`config.mk`:
```
export PLATFORM = sky130hd
export DESIGN_NAME = knob_volume_controller
export DESIGN_NICKNAME = d
export VERILOG_FILES = /design/src/design/kvc_pkg.sv /design/src/design/knob_volume_controller.sv
export SDC_FILE = /design/constraint.sdc
export NUM_CORES = 1
export LEC_CHECK = 0
export BUFFER_PORTS_ARGS = -buffer_cell sky130_fd_sc_hd__buf_2
export CAP_MARGIN = 0
export CORE_ASPECT_RATIO = 2
export CORE_UTILIZATION = 49
export DETAILED_ROUTE_END_ITERATION = 10
export PLACE_DENSITY = 0.73
export SYNTH_ARGS = -nofsm -noshare
export SYNTH_HDL_FRONTEND = slang
export SYNTH_SLANG_ARGS = --single-unit
```
`constraint.sdc`:
```
create_clock -name clk -period 9.9 [get_ports clk]
set_input_delay 0.495 -clock clk [delete_from_list [all_inputs] [get_ports clk]]
set_output_delay 0.495 -clock clk [all_outputs]
set_load 0.02 [all_outputs]
```
`src/design/kvc_pkg.sv`:
```
// kvc_pkg: word types, register indexes, event codes and the volume-to-duty
// helper shared by the knob volume controller.
// No dependencies.
`default_nettype none

package kvc_pkg;

	localparam int unsigned TIMER_BITS_DEFAULT = 16;
	localparam int unsigned CFG_INDEX_BITS     = 3;
	localparam int unsigned CFG_DATA_BITS      = 16;

	localparam logic [6:0]  VOLUME_MAX          = 7'd100;
	localparam logic [6:0]  VOLUME_RESET        = 7'd50;
	localparam logic [7:0]  DUTY_RESET          = 8'd127;
	localparam logic [15:0] HOLD_TICKS_RESET    = 16'd500;
	localparam logic [15:0] DCLICK_TICKS_RESET  = 16'd500;
	localparam logic [6:0]  HOLD_VOLUME_RESET   = 7'd50;
	localparam logic [6:0]  DCLICK_VOLUME_RESET = 7'd100;
	localparam logic [7:0]  LED_ON_DUTY_RESET   = 8'd128;

	// configuration register indexes
	localparam logic [CFG_INDEX_BITS-1:0] REG_HOLD_TICKS    = 3'd0;
	localparam logic [CFG_INDEX_BITS-1:0] REG_DCLICK_TICKS  = 3'd1;
	localparam logic [CFG_INDEX_BITS-1:0] REG_HOLD_VOLUME   = 3'd2;
	localparam logic [CFG_INDEX_BITS-1:0] REG_DCLICK_VOLUME = 3'd3;
	localparam logic [CFG_INDEX_BITS-1:0] REG_LED_ON_DUTY   = 3'd4;

	typedef enum logic [1:0] {
		ROT_NONE = 2'd0,
		ROT_UP   = 2'd1,
		ROT_DOWN = 2'd2
	} rotate_t;

	typedef enum logic [1:0] {
		GEST_NONE   = 2'd0,
		GEST_SINGLE = 2'd1,
		GEST_DOUBLE = 2'd2,
		GEST_HOLD   = 2'd3
	} gesture_t;

	typedef struct packed {
		logic enc_a;
		logic enc_b;
		logic button_n;
	} tick_t;

	typedef struct packed {
		logic [6:0] volume_level;
		logic [7:0] led_duty;
		logic [1:0] rotate_event;
		logic [1:0] gesture_event;
	} result_t;

	// clamp a register volume to the legal range
	function automatic logic [6:0] sat_volume(input logic [6:0] v);
		return (v > VOLUME_MAX) ? VOLUME_MAX : v;
	endfunction

	// floor(v*255/100) for v <= 100: v*255 by shift-subtract, /100 as *5243 >> 19
	function automatic logic [7:0] duty_of(input logic [6:0] v);
		logic [14:0] x;
		logic [27:0] p;
		x = {v, 8'd0} - {8'd0, v};
		p = {13'd0, x} * 28'd5243;
		return p[26:19];
	endfunction

endpackage

`default_nettype wire

```
`src/design/knob_volume_controller.sv`:
```
// knob_volume_controller: rotary knob volume control with click, double click
// and hold detection on the push button. Depends on kvc_pkg.
//
//   channel  | direction | handshake                     | word
//   tick     | in        | tick_valid / tick_stall       | kvc_pkg::tick_t
//   result   | out       | result_valid / result_stall   | kvc_pkg::result_t
//   cfg      | in        | cfg_valid / cfg_ready         | cfg_index, cfg_data
//
// One tick word per cycle while tick_stall is low. The whole update is one pass of
// logic from the state registers and the tick into the state and the result or skid
// register. A two-entry output (result plus skid) keeps tick_stall low until two
// results are waiting. arst_n sets all state but the result and skid words to its
// reset values at once; there is no clearing pass. cfg_ready is always high.
`default_nettype none

module knob_volume_controller #(
	parameter int unsigned TIMER_BITS = kvc_pkg::TIMER_BITS_DEFAULT
) (
	input  wire logic                                clk,
	input  wire logic                                arst_n,
	input  wire logic                                tick_valid,
	output logic                                     tick_stall,
	input  wire kvc_pkg::tick_t                      tick,
	output logic                                     result_valid,
	input  wire logic                                result_stall,
	output kvc_pkg::result_t                         result,
	input  wire logic                                cfg_valid,
	output logic                                     cfg_ready,
	input  wire logic [kvc_pkg::CFG_INDEX_BITS-1:0]  cfg_index,
	input  wire logic [kvc_pkg::CFG_DATA_BITS-1:0]   cfg_data
);

	localparam int unsigned CW = (TIMER_BITS > 16) ? TIMER_BITS : 16;
	localparam logic [TIMER_BITS-1:0] TIMER_MAX = {TIMER_BITS{1'b1}};

	// configuration
	logic [15:0] hold_ticks_q;
	logic [15:0] dclick_ticks_q;
	logic [6:0]  hold_volume_q;
	logic [6:0]  dclick_volume_q;
	logic [7:0]  led_on_duty_q;

	// tracking state
	logic                  prev_a_q;
	logic                  prev_btn_q;
	logic [1:0]            clicks_q;
	logic [TIMER_BITS-1:0] since_press_q;
	logic [TIMER_BITS-1:0] held_q;
	logic                  hold_done_q;
	logic [6:0]            volume_q;
	logic [7:0]            duty_q;

	// output buffer
	logic             out_valid_q;
	kvc_pkg::result_t out_q;
	logic             skid_valid_q;
	kvc_pkg::result_t skid_q;

	logic                  accept;
	logic                  out_take;
	logic                  knob_step;
	logic [6:0]            vol_knob;
	logic                  vol_set;
	logic [6:0]            vol_gest;
	logic [6:0]            vol_nx;
	logic [7:0]            duty_knob;
	logic [7:0]            duty_nx;
	logic                  press;
	logic [1:0]            clicks_nx;
	logic [TIMER_BITS-1:0] since_nx;
	logic [TIMER_BITS-1:0] held_nx;
	logic                  hold_done_nx;
	kvc_pkg::rotate_t      rot;
	kvc_pkg::gesture_t     gest;
	kvc_pkg::result_t      res;

	assign cfg_ready    = 1'b1;
	assign tick_stall   = skid_valid_q;
	assign accept       = tick_valid && !skid_valid_q;
	assign out_take     = out_valid_q && !result_stall;
	assign result_valid = out_valid_q;
	assign result       = out_q;

	always_comb begin
		rot       = kvc_pkg::ROT_NONE;
		knob_step = prev_a_q && !tick.enc_a;
		vol_knob  = volume_q;
		if (knob_step) begin
			if (tick.enc_b) begin
				vol_knob = (volume_q < kvc_pkg::VOLUME_MAX) ? volume_q + 7'd1
					: kvc_pkg::VOLUME_MAX;
				rot      = kvc_pkg::ROT_UP;
			end else begin
				vol_knob = (volume_q > 7'd0) ? volume_q - 7'd1 : 7'd0;
				rot      = kvc_pkg::ROT_DOWN;
			end
		end

		press        = prev_btn_q && !tick.button_n;
		clicks_nx    = clicks_q;
		held_nx      = held_q;
		hold_done_nx = hold_done_q;
		if (press) begin
			clicks_nx    = (clicks_q == 2'd1 && CW'(since_press_q) < CW'(dclick_ticks_q))
				? 2'd2 : 2'd1;
			since_nx     = '0;
			held_nx      = '0;
			hold_done_nx = 1'b0;
		end else begin
			since_nx = (since_press_q == TIMER_MAX) ? TIMER_MAX : since_press_q + 1'b1;
		end

		gest     = kvc_pkg::GEST_NONE;
		vol_set  = 1'b0;
		vol_gest = vol_knob;
		if (!tick.button_n) begin
			if (!hold_done_nx) begin
				held_nx = (held_nx == TIMER_MAX) ? TIMER_MAX : held_nx + 1'b1;
				if (CW'(held_nx) >= CW'(hold_ticks_q)) begin
					hold_done_nx = 1'b1;
					clicks_nx    = 2'd0;
					vol_set      = 1'b1;
					vol_gest     = kvc_pkg::sat_volume(hold_volume_q);
					gest         = kvc_pkg::GEST_HOLD;
				end
			end
		end else begin
			hold_done_nx = 1'b0;
			if (clicks_nx != 2'd0 && CW'(since_nx) > CW'(dclick_ticks_q)) begin
				if (clicks_nx == 2'd1) begin
					gest = kvc_pkg::GEST_SINGLE;
				end else begin
					vol_set  = 1'b1;
					vol_gest = kvc_pkg::sat_volume(dclick_volume_q);
					gest     = kvc_pkg::GEST_DOUBLE;
				end
				clicks_nx = 2'd0;
			end
		end

		vol_nx    = vol_set ? vol_gest : vol_knob;
		duty_knob = (knob_step || vol_set) ? kvc_pkg::duty_of(vol_nx) : duty_q;
		// single click toggles the LED between off and its on level
		if (gest == kvc_pkg::GEST_SINGLE) begin
			duty_nx = (duty_knob != 8'd0) ? 8'd0 : led_on_duty_q;
		end else begin
			duty_nx = duty_knob;
		end

		res.volume_level  = vol_nx;
		res.led_duty      = duty_nx;
		res.rotate_event  = rot;
		res.gesture_event = gest;
	end

	always_ff @(posedge clk or negedge arst_n) begin
		if (!arst_n) begin
			hold_ticks_q    <= kvc_pkg::HOLD_TICKS_RESET;
			dclick_ticks_q  <= kvc_pkg::DCLICK_TICKS_RESET;
			hold_volume_q   <= kvc_pkg::HOLD_VOLUME_RESET;
			dclick_volume_q <= kvc_pkg::DCLICK_VOLUME_RESET;
			led_on_duty_q   <= kvc_pkg::LED_ON_DUTY_RESET;
		end else if (cfg_valid && cfg_ready) begin
			unique case (cfg_index)
				kvc_pkg::REG_HOLD_TICKS:    hold_ticks_q    <= cfg_data;
				kvc_pkg::REG_DCLICK_TICKS:  dclick_ticks_q  <= cfg_data;
				kvc_pkg::REG_HOLD_VOLUME:   hold_volume_q   <= cfg_data[6:0];
				kvc_pkg::REG_DCLICK_VOLUME: dclick_volume_q <= cfg_data[6:0];
				kvc_pkg::REG_LED_ON_DUTY:   led_on_duty_q   <= cfg_data[7:0];
				default: ;
			endcase
		end
	end

	always_ff @(posedge clk or negedge arst_n) begin
		if (!arst_n) begin
			prev_a_q      <= 1'b1;
			prev_btn_q    <= 1'b1;
			clicks_q      <= 2'd0;
			since_press_q <= '0;
			held_q        <= '0;
			hold_done_q   <= 1'b0;
			volume_q      <= kvc_pkg::VOLUME_RESET;
			duty_q        <= kvc_pkg::DUTY_RESET;
		end else if (accept) begin
			prev_a_q      <= tick.enc_a;
			prev_btn_q    <= tick.button_n;
			clicks_q      <= clicks_nx;
			since_press_q <= since_nx;
			held_q        <= held_nx;
			hold_done_q   <= hold_done_nx;
			volume_q      <= vol_nx;
			duty_q        <= duty_nx;
		end
	end

	// result register with a skid word behind it
	always_ff @(posedge clk or negedge arst_n) begin
		if (!arst_n) begin
			out_valid_q  <= 1'b0;
			skid_valid_q <= 1'b0;
		end else if (out_take || !out_valid_q) begin
			out_valid_q  <= skid_valid_q || accept;
			skid_valid_q <= skid_valid_q && accept;
		end else begin
			skid_valid_q <= skid_valid_q || accept;
		end
	end

	always_ff @(posedge clk) begin
		if (out_take || !out_valid_q) begin
			if (skid_valid_q) begin
				out_q <= skid_q;
				if (accept) begin
					skid_q <= res;
				end
			end else if (accept) begin
				out_q <= res;
			end
		end else if (accept) begin
			skid_q <= res;
		end
	end

endmodule

`default_nettype wire
```
Yosys cells after proc, flatten, opt, wreduce, memory -nomap -nowiden
Cells that the tools add are included.
Operators by class
  add/subtract/negate cells: 5
  multiply operators: 1
  $lt $le $gt $ge: 7
  eq/ne operators: 10
  muxes and demuxes: 48
  reductions and logical operators: 25
Operator list (number)
  2-to-1 mux 16 bit: 6
  2-to-1 mux 19 bit: 5
  2-to-1 mux 7 bit: 12
  adder 16 x 1 -> 16 bit, second input constant: 2
  == test 16 bit, second input constant: 2
  multiplier 15 x 13 -> 27 bit, second input constant: 1
  2-to-1 mux 2 bit: 13
  2-to-1 mux 8 bit: 3
  >= comparator 16 bit: 1
  > comparator 16 bit: 1
  less-than comparator 16 bit: 1
  subtractor 15 x 7 -> 15 bit: 1
  > comparator 7 bit, second input constant: 2
  AND reduction 2 bit: 6
  2-to-1 mux 1 bit: 9
  nonzero test 8 bit: 1
  adder 7 x 1 -> 7 bit, second input constant: 1
  > comparator 7 x 1 -> 1 bit, second input constant: 1
  logical AND 1 bit: 7
  less-than comparator 7 bit, second input constant: 1
  subtractor 7 x 1 -> 7 bit, second input constant: 1
  == test 2 x 1 -> 1 bit, second input constant: 3
  == test 3 x 2 -> 1 bit, second input constant: 2
  logical NOT 1 bit: 5
  6 further kinds: 9
Storage, ports and cells
  flip-flop bits (word level): 146
  logic and storage cells: 119

Logic depth before layout (Yosys ltp)
Gate-level depths: netlist of the first run.
  depth after elaboration: 19
  mapped depth: 51
  depth with buffers taken out: 48

Worst setup path after synthesis of the first run
OpenSTA, ideal clock, no wires.
  kind: input port to flip-flop
  start: input port tick[0] (netlist name)
  end: register out_q (netlist bit result[4]), data pin
  library setup time: 0.149 ns
  arrival: 10.812 ns
  required time: 9.751 ns
  setup slack: -1.062 ns
  stages on the path: 47
  cell sequence: nand2b_1 -> clkbuf_1 -> and2_1 -> ha_1 -> and3_1 -> nand3_1 -> nor2_1 -> nand2_1 -> or3_1 -> clkbuf_1 -> and2_1 -> ha_1 -> or3b_1 -> o211ai_1 -> a21oi_1 -> o211a_1 -> clkbuf_1 -> nor2b_1 -> (+11 left out) -> fa_1 -> inv_1 -> fa_1 -> inv_1 -> fa_1 -> inv_1 -> ha_1 -> nand4_1 -> or3_1 -> o21ai_0 -> a21oi_1 -> xnor2_1 -> o31ai_1 -> and3_1 -> and4b_1 -> buf_2 -> o2111ai_1 -> a2bb2oi_1
Between the ends
  cells in the longest elaborated chain, start to end: 18
  elaborated cells on any way between the ends: 40
  classes of those cells: 2 x add/sub; 1 x mul; 2 x order compare; 3 x eq/ne; 26 x mux; 6 x reduce/logical
Ends and longest elaborated chain
  start: declaration: line knob_volume_controller.sv:23  | input wire kvc_pkg::tick_t tick,
  logical NOT 1 bit
  logical AND 1 bit: line knob_volume_controller.sv:99  | press = prev_btn_q && !tick.button_n;
  2-to-1 mux 16 bit: line knob_volume_controller.sv:103  | if (press) begin
  adder 16 x 1 -> 16 bit / == test 16 bit (equally long branches): line knob_volume_controller.sv:118  | held_nx = (held_nx == TIMER_MAX) ? TIMER_MAX : held_nx + 1'b1;
  2-to-1 mux 16 bit: line knob_volume_controller.sv:118
  >= comparator 16 bit: line knob_volume_controller.sv:119  | if (CW'(held_nx) >= CW'(hold_ticks_q)) begin
  2-to-1 mux 7 bit / 2-to-1 mux 1 bit (equally long branches): line knob_volume_controller.sv:119
  2-to-1 mux 7 bit / 2-to-1 mux 1 bit (equally long branches): line knob_volume_controller.sv:117  | if (!hold_done_nx) begin
  (+2 left out)
  subtractor 15 x 7 -> 15 bit: line kvc_pkg.sv:63  | x = {v, 8'd0} - {8'd0, v};
  multiplier 15 x 13 -> 27 bit: line kvc_pkg.sv:64  | p = {13'd0, x} * 28'd5243;
  2-to-1 mux 8 bit: line knob_volume_controller.sv:142  | duty_knob = (knob_step || vol_set) ? kvc_pkg::duty_of(vol_nx) : duty_q;
  nonzero test 8 bit: line knob_volume_controller.sv:145  | duty_nx = (duty_knob != 8'd0) ? 8'd0 : led_on_duty_q;
  2-to-1 mux 8 bit: line knob_volume_controller.sv:145
  2-to-1 mux 8 bit (*): line knob_volume_controller.sv:144  | if (gest == kvc_pkg::GEST_SINGLE) begin
  2-to-1 mux 19 bit (*): line knob_volume_controller.sv:217  | end else if (accept) begin
  2-to-1 mux 19 bit (*): line knob_volume_controller.sv:212  | if (skid_valid_q) begin
  end signal: assignment: line knob_volume_controller.sv:213  | out_q <= skid_q;
  end signal: assignment: line knob_volume_controller.sv:218  | out_q <= res;
  end: declaration: line knob_volume_controller.sv:55  | kvc_pkg::result_t out_q;
Mark *: on every way between the ends. The rest lies on a longest branch, timed or not. The select of a mux whose other input is x is not followed.
A chain may end at the register's enable or synchronous reset.

Worst setup path after layout of the first run
  start: register prev_btn_q
  end: register out_q (netlist bit result[7]), data pin
Between the ends
  cells in the longest elaborated chain, start to end: 17
  elaborated cells on any way between the ends: 39
  classes of those cells: 2 x add/sub; 1 x mul; 2 x order compare; 3 x eq/ne; 26 x mux; 5 x reduce/logical
Ends and longest elaborated chain
  start: declaration: line knob_volume_controller.sv:45  | logic prev_btn_q;
  start signal: assignment: line knob_volume_controller.sv:187  | prev_btn_q <= tick.button_n;
  logical AND 1 bit (*): line knob_volume_controller.sv:99
  2-to-1 mux 16 bit: line knob_volume_controller.sv:103
  adder 16 x 1 -> 16 bit / == test 16 bit (equally long branches): line knob_volume_controller.sv:118
  2-to-1 mux 16 bit: line knob_volume_controller.sv:118
  >= comparator 16 bit: line knob_volume_controller.sv:119
  2-to-1 mux 7 bit / 2-to-1 mux 1 bit (equally long branches): line knob_volume_controller.sv:119
  2-to-1 mux 7 bit / 2-to-1 mux 1 bit (equally long branches): line knob_volume_controller.sv:117
  2-to-1 mux 7 bit / 2-to-1 mux 1 bit (equally long branches): line knob_volume_controller.sv:116  | if (!tick.button_n) begin
  2-to-1 mux 7 bit: line knob_volume_controller.sv:141  | vol_nx = vol_set ? vol_gest : vol_knob;
  subtractor 15 x 7 -> 15 bit: line kvc_pkg.sv:63
  multiplier 15 x 13 -> 27 bit: line kvc_pkg.sv:64
  2-to-1 mux 8 bit: line knob_volume_controller.sv:142
  nonzero test 8 bit: line knob_volume_controller.sv:145
  2-to-1 mux 8 bit: line knob_volume_controller.sv:145
  2-to-1 mux 8 bit (*): line knob_volume_controller.sv:144
  2-to-1 mux 19 bit (*): line knob_volume_controller.sv:217
  2-to-1 mux 19 bit (*): line knob_volume_controller.sv:212
Marks and branches as above.

==> out/metrics.yaml, run 1 <==
status: "finished clean"
seq_area_sq_um: 3880
grtUsageTotal_pct: 26.8
setup_tns_ns: 0
synth.ff_latch_count: 146
yosys_warnings: 0
crit_type: "register to register"
synth.cell_area_sq_um: 12100
reg2regPathDepth: 45
wl_met2_mm: 19.2
grt_max_degree: 65
synth_area_per_cell_sq_um: 9.61
worst_path_max_delay_cell: "fa_1"
yosysMostFrequentCell: "inv_1"
h-tree-depth: 4
core_sq_um: 24300
synthTopCellsByCount: "inv_1, ha_1, nand2_1"
r2r-end: "result[7]$_DFFE_PP_"
fill_cells: 1878
clock_latency_ns: 0.44
crit_required_ns: 10.18
io_buffer_count: 47
dr_wl_met3_mm: 1.25
grt_pass1_wl_mm: 51.7
netlist_top_cells_area: "dfrtp_1, ha_1, fa_1"
wl_per_cell_um: 19.8
endpoint_kind: "register"
hold_violations: 0
fin_crit_sh_pct: 98.0
die_w_um: 113
slew_headroom_pct: 19.9
crit_fanout: 6
drc: 0
cts_root_buf: "clkbuf_16"
cp_data_arrival_time_ns: 9.98
gp_congestion: 0.920
synth_top_area_share_pct: 15.9
whs_ns: 0.0554
worstMarginPinSlew_ns: 1.19
area_growth_pct: 25.7
start_util_pct: 49.8
async_flop_share_pct: 74.0
dieArea_sq_um: 25400
hold_buffers: 0
slew_violations: 0
clkTransAtPathRegs_ns: 0.07
cts_sinks: 146
met1_length_mm: 10.9
dpl.hpwl_mm: 25.5
io_pins: 49
row_count: 81
totalWireLength_mm: 33.9
synth_edf_count: 38
min_period_ns: 9.70
synth_top_flop_cell: "dfrtp_1"
tritoncts: "done"
max_stage_delay_ns: 0.54
netlist_instances: 1259
fin_area_sq_um: 15200
vias: 10106
yosysTopAreaCell: "dfrtp_1"
skew_ns: 0.0111
place_area_sq_um: 13500
grt_remaining_overflow: 0
synth_fp_nets: 1504
antennaDiodeCount: 0
cp-start-kind: "register"
multi_input_area_sq_um: 8370
first_pass_iters: 5
highest_layer: "met4"
fp.dieH_um: 224
cts_max_path_buffers: 2
cts_made_buffers: 17
yosysUniqueCellTypes: 75
r2r_slack_ns: 0.20
max_freq_mhz: 103
maxCapViolCount: 0
viasPerCell: 5.88
reg2reg_from: "prev_btn_q$_DFFE_PN1P_"
yosysSeqAreaShare_pct: 32.1
antenna_found_initial: 0
hold_path_class: "primary input to asynchronous set/reset pin"
grt_pass1_vias: 10411
cpMostUsedCell: "buf_6"
num-nets-final: 1660
drt_iter0_markers: 511
drive_gt1_share_pct: 31.9
setup_viol: 0
postRouteAntennaNets: 0
[area by class of cell]
type / count / share of cell area, %
sequential: 146 / 25.5
inverter: 195 / 4.84
tap: 290 / 2.38
timing repair buffer: 172 / 8.57
multi-input combinational: 883 / 55.0
clock inverter: 13 / 0.666
clock buffer: 19 / 2.98
[sequential cells by signal, indices dropped and copies added, names as in the netlist, 2 cells and up]
| signal | cells |
|---|---|
| result | 19 |
| skid_q | 19 |
| dclick_ticks_q | 16 |
| held_q | 16 |
| hold_ticks_q | 16 |
| since_press_q | 16 |
| duty_q | 8 |
| led_on_duty_q | 8 |
| dclick_volume_q | 7 |
| hold_volume_q | 7 |
| volume_q | 7 |
| clicks_q | 2 |
[critical path: cells and delay by family, from the launching register on]
family	cells	cell delay, ns
compound gates	10	2.16
flops	1	0.40
buf+inv	9	0.85
xor+xnor	1	0.16
fa+ha+maj	9	2.99
simple gates	16	2.95
[cell usage in the layout, fill, tap and decap left out, types with 8 or more instances in the layout]
master	Yosys	layout
dfstp_2	31	31
dfrtp_1	77	77
o21ai_0	67	55
xnor2_1	24	18
o31ai_1	10	8
nand2b_1	12	10
inv_2	1	16
buf_2	2	46
inv_1	194	177
edfxtp_1	38	38
nor3_1	11	9
buf_4	1	105
fa_1	67	66
a21oi_2	0	15
ha_4	0	18
buf_6	2	16
nand3_1	39	32
xor2_1	18	15
a21oi_1	65	43
ha_1	151	130
nor2_1	78	67
clkbuf_16	0	18
o21ai_1	6	8
nand2_1	129	124
mux2_2	56	55
[logic make-up (layout without fill, tap and decap cells)]
kind of cell,count (synthesis),after routing,share of synthesized area [%]
AOI/OAI and AO/OA,234,234,12.7
xor gates and xnor gates,42,42,3.04
adders and majority gates,218,218,26.7
buffers and inverters,231,399,7.34
DFF,146,146,32.1
muxes,60,60,5.54
other,1,1,0.0310
and+or+nand+nor,327,328,12.6
[worst max path at each step]
stage | startpoint | end
2_1_floorplan | tick[0] | result[11]$_DFFE_PP_
3_3_place_gp | tick[0] | result[5]$_DFFE_PP_
3_5_place_dp | tick[0] | skid_q[7]$_DFFE_PP_
4_1_cts | prev_btn_q$_DFFE_PN1P_ | result[5]$_DFFE_PP_
5_1_grt | prev_btn_q$_DFFE_PN1P_ | duty_q[3]$_DFFE_PN1P_
6_report | prev_btn_q$_DFFE_PN1P_ | result[7]$_DFFE_PP_
[what timing repair did]
action / 4_1_cts / 5_1_grt
pin swaps: 9 / 78
setup endpoints to repair: 24 / 24
gates resized for setup: 33 / 152
cloned: 1 / 1
setup buffers: 1 / 24
[layer usage]
metal,vias to the layer above,GRT usage (%)
met2,356,53.1
met5,-,0
li1,4626,-
met3,158,3.80
met1,4966,24.2
met4,0,18.1
[through the flow]
stage               util, %  cells  worst slack (ns)
floorplan                 -   1259            0.0266
finish                 62.6   1718             0.199
detailed placement     55.7   1660            -0.480
CTS                    58.6   1693           0.00109
global placement       55.7   1660            -0.355
global route           62.6   1718            -0.135
Power of run 1 is left out: the tool's default activity adds up to more than one toggle a clock period on the data nets, which glitch-free logic cannot reach.
==> inputs of run 2 (changes only) <==
==> constraint.sdc (replaced) <==
create_clock -name clk -period 9.9 [get_ports clk]
set_input_delay 0.99 -clock clk [delete_from_list [all_inputs] [get_ports clk]]
set_output_delay 0.99 -clock clk [all_outputs]
set_load 0.02 [all_outputs]
==> run 2 against run 1 <==
  * The flow now finishes with violations (setup timing)
  * Via count decreased by 0.12%
  * Sequential share of layout area decreased by 0.38 points
  * Non-clock buffer count increased by 52
  * Clock skew increased by 0.0023 ns
  * Highest routed layer unchanged
  * Critical endpoint is now duty_q[1]$_DFFE_PN1P_
  * Maximum frequency decreased by 2.8%
  * Sequential cell count unchanged
  * Die area unchanged
  * Worst setup slack got worse by 0.28 ns
  * Core utilization increased by 0.94 points
  * Cell count increased by 3.0%
  * Largest cell class unchanged
  * Register-to-register slack got worse by 0.20 ns
  * Wire length increased by 0.84%
==> out/metrics.yaml, run 2 (synthesis gave the netlist of run 1 again) <==
status: "complete, but fails checks"
violations: "setup timing"
reg2reg_from: "since_press_q[4]$_DFFE_PN0P_"
crit_required_ns: 10.27  # +0.09 ns
io_pins: 49  # unchanged
viasPerCell: 5.70  # -3.1%
num-nets-final: 1712  # +3.1%
placedCellCount: 1711  # +3.1%
hold_violations: 0  # unchanged
rsz0062_at_grt: "yes"
grtUsageTotal_pct: 27.8  # +1.0 points
h-tree-depth: 4  # unchanged
gp_congestion: 0.977  # +6.2%
dieArea_sq_um: 25400  # unchanged
wl_per_cell_um: 19.3  # -2.1%
seq_area_sq_um: 3880  # unchanged
worstMarginPinSlew_ns: 1.22  # +0.0313 ns
worst_path_max_delay_cell: "fa_1"
grt_max_degree: 77  # +18%
io_buffer_count: 47  # unchanged
vias: 10094  # -0.12%
cts_root_buf: "clkbuf_16"
start_util_pct: 49.8  # unchanged
slew_violations: 0  # unchanged
final.setup.worst_slack_ns: -0.0756  # -0.275 ns
clock_latency_ns: 0.43  # about the same
cpLargestDelayFamily: "adder cells"
skew_ns: 0.0134  # +0.00228 ns
antenna_found_initial: 2  # +2
grt_remaining_overflow: 0  # unchanged
clkTransAtPathRegs_ns: 0.07  # about the same
hold_start: "prev_a_q$_DFFE_PN1P_"
setup_viol: 9  # +9
fin_crit_sh_pct: 101  # +2.8 points
tritoncts: "done"
drc: 0  # unchanged
cts_max_path_buffers: 2  # unchanged
antennaDiodeCount: 0  # unchanged
cts_sinks: 146  # unchanged
totalWireLength_mm: 34.2  # +0.84%
maxCapViolCount: 0  # unchanged
crit_fanout: 8  # +2
area_growth_pct: 27.6
die_w_um: 113  # unchanged
cpMostUsedCell: "buf_4"
cp-startpoint: "tick[0]"
row_count: 81  # unchanged
fp.dieH_um: 224  # unchanged
multi_input_area_sq_um: 8250  # -1.5%
critical_path_buf_inv_count: 10  # +1
min_period_ns: 9.98  # +0.275 ns
cp-start-kind: "primary input"
max_freq_mhz: 100  # -2.8%
hold_path_class: "register to register"
postRouteAntennaNets: 0  # unchanged
layout_common_cells: "inv_1, buf_4, ha_1"
grt_pass1_vias: 10627  # +2.1%
first_pass_iters: 5  # unchanged
instances_no_fill: 1770  # +3.0%
slew_headroom_pct: 17.8  # -2.1 points
cts_made_buffers: 17  # unchanged
fill_cells: 1945  # +3.6%
place_ws_ns: -0.824  # -0.344 ns
final_common_cell: "inv_1"
endpoint_kind: "register"
crit_type: "primary input to register"
core_sq_um: 24300  # unchanged
max_stage_delay_ns: 0.55  # about the same
grt_pass1_wl_mm: 53.1  # +2.8%
dpl.hpwl_mm: 26.5  # +4.2%
drt_iter0_markers: 455  # -11%
whs_ns: 0.471  # +0.415 ns
cp_data_arrival_time_ns: 10.34  # +0.36 ns
drive_gt1_share_pct: 33.4  # +1.6 points
-- run 2: path summary, 6_finish.rpt --
| path | to | slack, ns | cells past startpoint |
|---|---|---|---|
| max | duty_q[1]$_DFFE_PN1P_ | -0.08 | 46 |
| min | prev_a_q$_DFFE_PN1P_ | 0.47 | 2 |
| max reg2reg | duty_q[1]$_DFFE_PN1P_ | 0 | 43 |
| min reg2reg | prev_a_q$_DFFE_PN1P_ | 0.47 | 2 |
| max in group asynchronous | since_press_q[13]$_DFFE_PN0P_ | 8.05 | 2 |
| min in group asynchronous | held_q[3]$_DFFE_PN0P_ | 0.51 | 1 |
-- run 2: cell type report --
type / instances / area share, %
Multi-Input combinational cell: 883 / 53.4
Sequential cell: 146 / 25.1
Timing Repair Buffer: 224 / 10.6
Inverter: 195 / 4.74
Clock buffer: 17 / 2.75
Tap cell: 290 / 2.35
Clock inverter: 15 / 0.972
-- run 2: through the flow --
step | cell area, sq um | TNS [ns] | utilization [%]
2_1_floorplan | 12600 | -2.61 | -
3_3_place_gp | 14200 | -13.07 | 58.3
3_5_place_dp | 14200 | -18.01 | 58.3
4_1_cts | 15000 | 0 | 61.5
5_1_grt | 15400 | -7.07 | 63.5
6_report | 15400 | -0.188 | 63.5
-- run 2: worst min-delay path, stage by stage (launching register included) --
cell and delay, ns:
dfstp_2 0.37, nand2_1 0.05, nand2_1 0.05
-- run 2: repair_timing --
action,4_1_cts,5_1_grt
cloned,1,0
pin swaps,9,60
endpoints found under the hold margin,0,0
setup buffers,6,25
resized for setup,28,78
setup endpoints to repair,24,24
hold buffers,0,0
-- run 2: metal layers --
metal | GRT usage (%) | wire length [um]
met1 | 25.3 | 11000
met2 | 53.5 | 19000
met3 | 3.75 | 1110
met4 | 22.3 | 3050
met5 | 0 | 0
Power of run 2 is left out for the same reason.
==> inputs of run 3 (changes only) <==
- SETUP_SLACK_MARGIN: unset -> 0.5
==> run 3 against run 2 <==
  * The flow still finishes with violations (setup timing)
  * Maximum frequency rose by 0.76%
  * Global-route usage up 0.80 points
  * Sequential share of layout area is 0.15 points lower
  * First-iteration DRC count down 14%
  * Non-clock buffer count shrank 3
  * Cell count decreased by 0.17%
  * Worst hold slack about the same
  * Register-to-register slack better by 0.10 ns
  * Sequential cell count unchanged
==> out/metrics.yaml, run 3 (synthesis gave the netlist of run 1 again) <==
num-nets-final: 1709  # -0.18%
fill_cells: 1914  # -1.6%
antenna_found_initial: 2  # unchanged
vias: 10089  # -0.050%
worst_path_max_delay_cell: "fa_1"
rsz0062_at_grt: "yes"
dpl.hpwl_mm: 26.5  # unchanged
clkTransAtPathRegs_ns: 0.07  # about the same
cts_made_buffers: 17  # unchanged
skew_ns: 0.0148  # +0.00144 ns
first_pass_iters: 5  # unchanged
clock_latency_ns: 0.44  # about the same
area_growth_pct: 28.4
max_freq_mhz: 101  # +0.76%
hold_start: "prev_a_q$_DFFE_PN1P_"
grt_pass1_vias: 10820  # +1.8%
grt_pass1_wl_mm: 54.6  # +2.8%
dieArea_sq_um: 25400  # unchanged
slew_headroom_pct: 15.2  # -2.6 points
cp_data_arrival_time_ns: 10.08  # -0.26 ns
worstMarginPinSlew_ns: 1.26  # +0.0382 ns
violations: "setup timing"
tritoncts: "done"
drive_gt1_share_pct: 33.9  # +0.47 points
drt_iter0_markers: 393  # -14%
postRouteAntennaNets: 0  # unchanged
core_sq_um: 24300  # unchanged
utilization_pct: 63.9  # +0.39 points
viasPerCell: 5.71  # +0.12%
io_buffer_count: 47  # unchanged
totalWireLength_mm: 34.6  # +1.1%
crit_required_ns: 10.08  # -0.19 ns
grt_max_degree: 77  # unchanged
grt_remaining_overflow: 0  # unchanged
drc: 0  # unchanged
final.setup.worst_slack_ns: -0.0000204  # +0.0756 ns
wl_per_cell_um: 19.6  # +1.3%
slew_violations: 0  # unchanged
maxCapViolCount: 0  # unchanged
fin_crit_sh_pct: 100  # -0.76 points
cts_sinks: 146  # unchanged
layout_common_cells: "inv_1, buf_4, ha_1"
endpoint_kind: "register"
grtUsageTotal_pct: 28.6  # +0.80 points
max_stage_delay_ns: 0.51  # -0.04 ns
crit_type: "primary input to register"
reg2reg_from: "prev_btn_q$_DFFE_PN1P_"
start_util_pct: 49.8  # unchanged
die_w_um: 113  # unchanged
cp-start-kind: "primary input"
crit_fanout: 8  # unchanged
cts_root_buf: "clkbuf_16"
antennaDiodeCount: 0  # unchanged
cts_max_path_buffers: 2  # unchanged
io_pins: 49  # unchanged
h-tree-depth: 4  # unchanged
cp-startpoint: "tick[0]"
gp_congestion: 0.977  # unchanged
status: "complete, but fails checks"
row_count: 81  # unchanged
hold_path_class: "register to register"
setup_viol: 1  # -8
final_common_cell: "inv_1"
min_period_ns: 9.90  # -0.0756 ns
hold_violations: 0  # unchanged
fp.dieH_um: 224  # unchanged
[run 3: area by class of cell]
| type | instances | area (sq um) | share of cell area, % |
|---|---|---|---|
| Sequential cell | 146 | 3880 | 25.0 |
| Clock inverter | 15 | 150 | 0.966 |
| Clock buffer | 17 | 425 | 2.74 |
| Inverter | 195 | 734 | 4.73 |
| Multi-Input combinational cell | 883 | 8330 | 53.6 |
| Tap cell | 290 | 363 | 2.34 |
| Timing Repair Buffer | 221 | 1650 | 10.6 |
[run 3: timing repair]
action | CTS | global route
hold buffers | 0 | 0
resized for setup | 96 | 31
cloned | 1 | 0
endpoints found under the setup margin | 24 | 24
buffers inserted | 16 | 7
pin swaps | 47 | 41
[run 3: through the flow]
step	std cells	hold slack, ns	instance area [sq um]	TNS, ns	setup slack [ns]
2_1_floorplan	1259	0.444	12600	-2.61	-0.182
3_3_place_gp	1711	0.453	14200	-13.07	-0.624
3_5_place_dp	1711	0.464	14200	-18.01	-0.824
4_1_cts	1760	0.475	15400	0	0.128
5_1_grt	1767	0.508	15500	-5.96	-0.300
6_report	1767	0.471	15500	-0.0000204	-0.0000204
[run 3: critical path: cells and delay by family]
| family | cells | cell delay [ns] |
|---|---|---|
| XOR/XNOR | 2 | 0.52 |
| buffers and inverters | 11 | 1.10 |
| adder cells (fa/ha/maj) | 8 | 2.97 |
| multiplexers | 1 | 0.06 |
| AO/OA/AOI/OAI | 8 | 1.58 |
| AND/OR/NAND/NOR | 18 | 2.88 |
[run 3: layer usage]
layer / global-route usage (%) / up-vias / routed length, um
met4: 22.3 / 4 / 2830
met1: 26.1 / 4957 / 11100
met2: 55.3 / 284 / 19600
li1: - / 4713 / -
met5: 0 / - / 25
met3: 3.77 / 131 / 1100
[run 3: path summary, 6_finish.rpt]
| path | slack [ns] | to | depth (start not counted) |
|---|---|---|---|
| min reg2reg | 0.47 | prev_a_q$_DFFE_PN1P_ | 2 |
| min in group asynchronous | 0.51 | held_q[7]$_DFFE_PN0P_ | 1 |
| max | -0.00002 | skid_q[5]$_DFFE_PP_ | 48 |
| min | 0.47 | prev_a_q$_DFFE_PN1P_ | 2 |
| max reg2reg | 0.10 | skid_q[5]$_DFFE_PP_ | 46 |
| max in group asynchronous | 8.03 | since_press_q[13]$_DFFE_PN0P_ | 2 |
Power of run 3 is left out for the same reason.
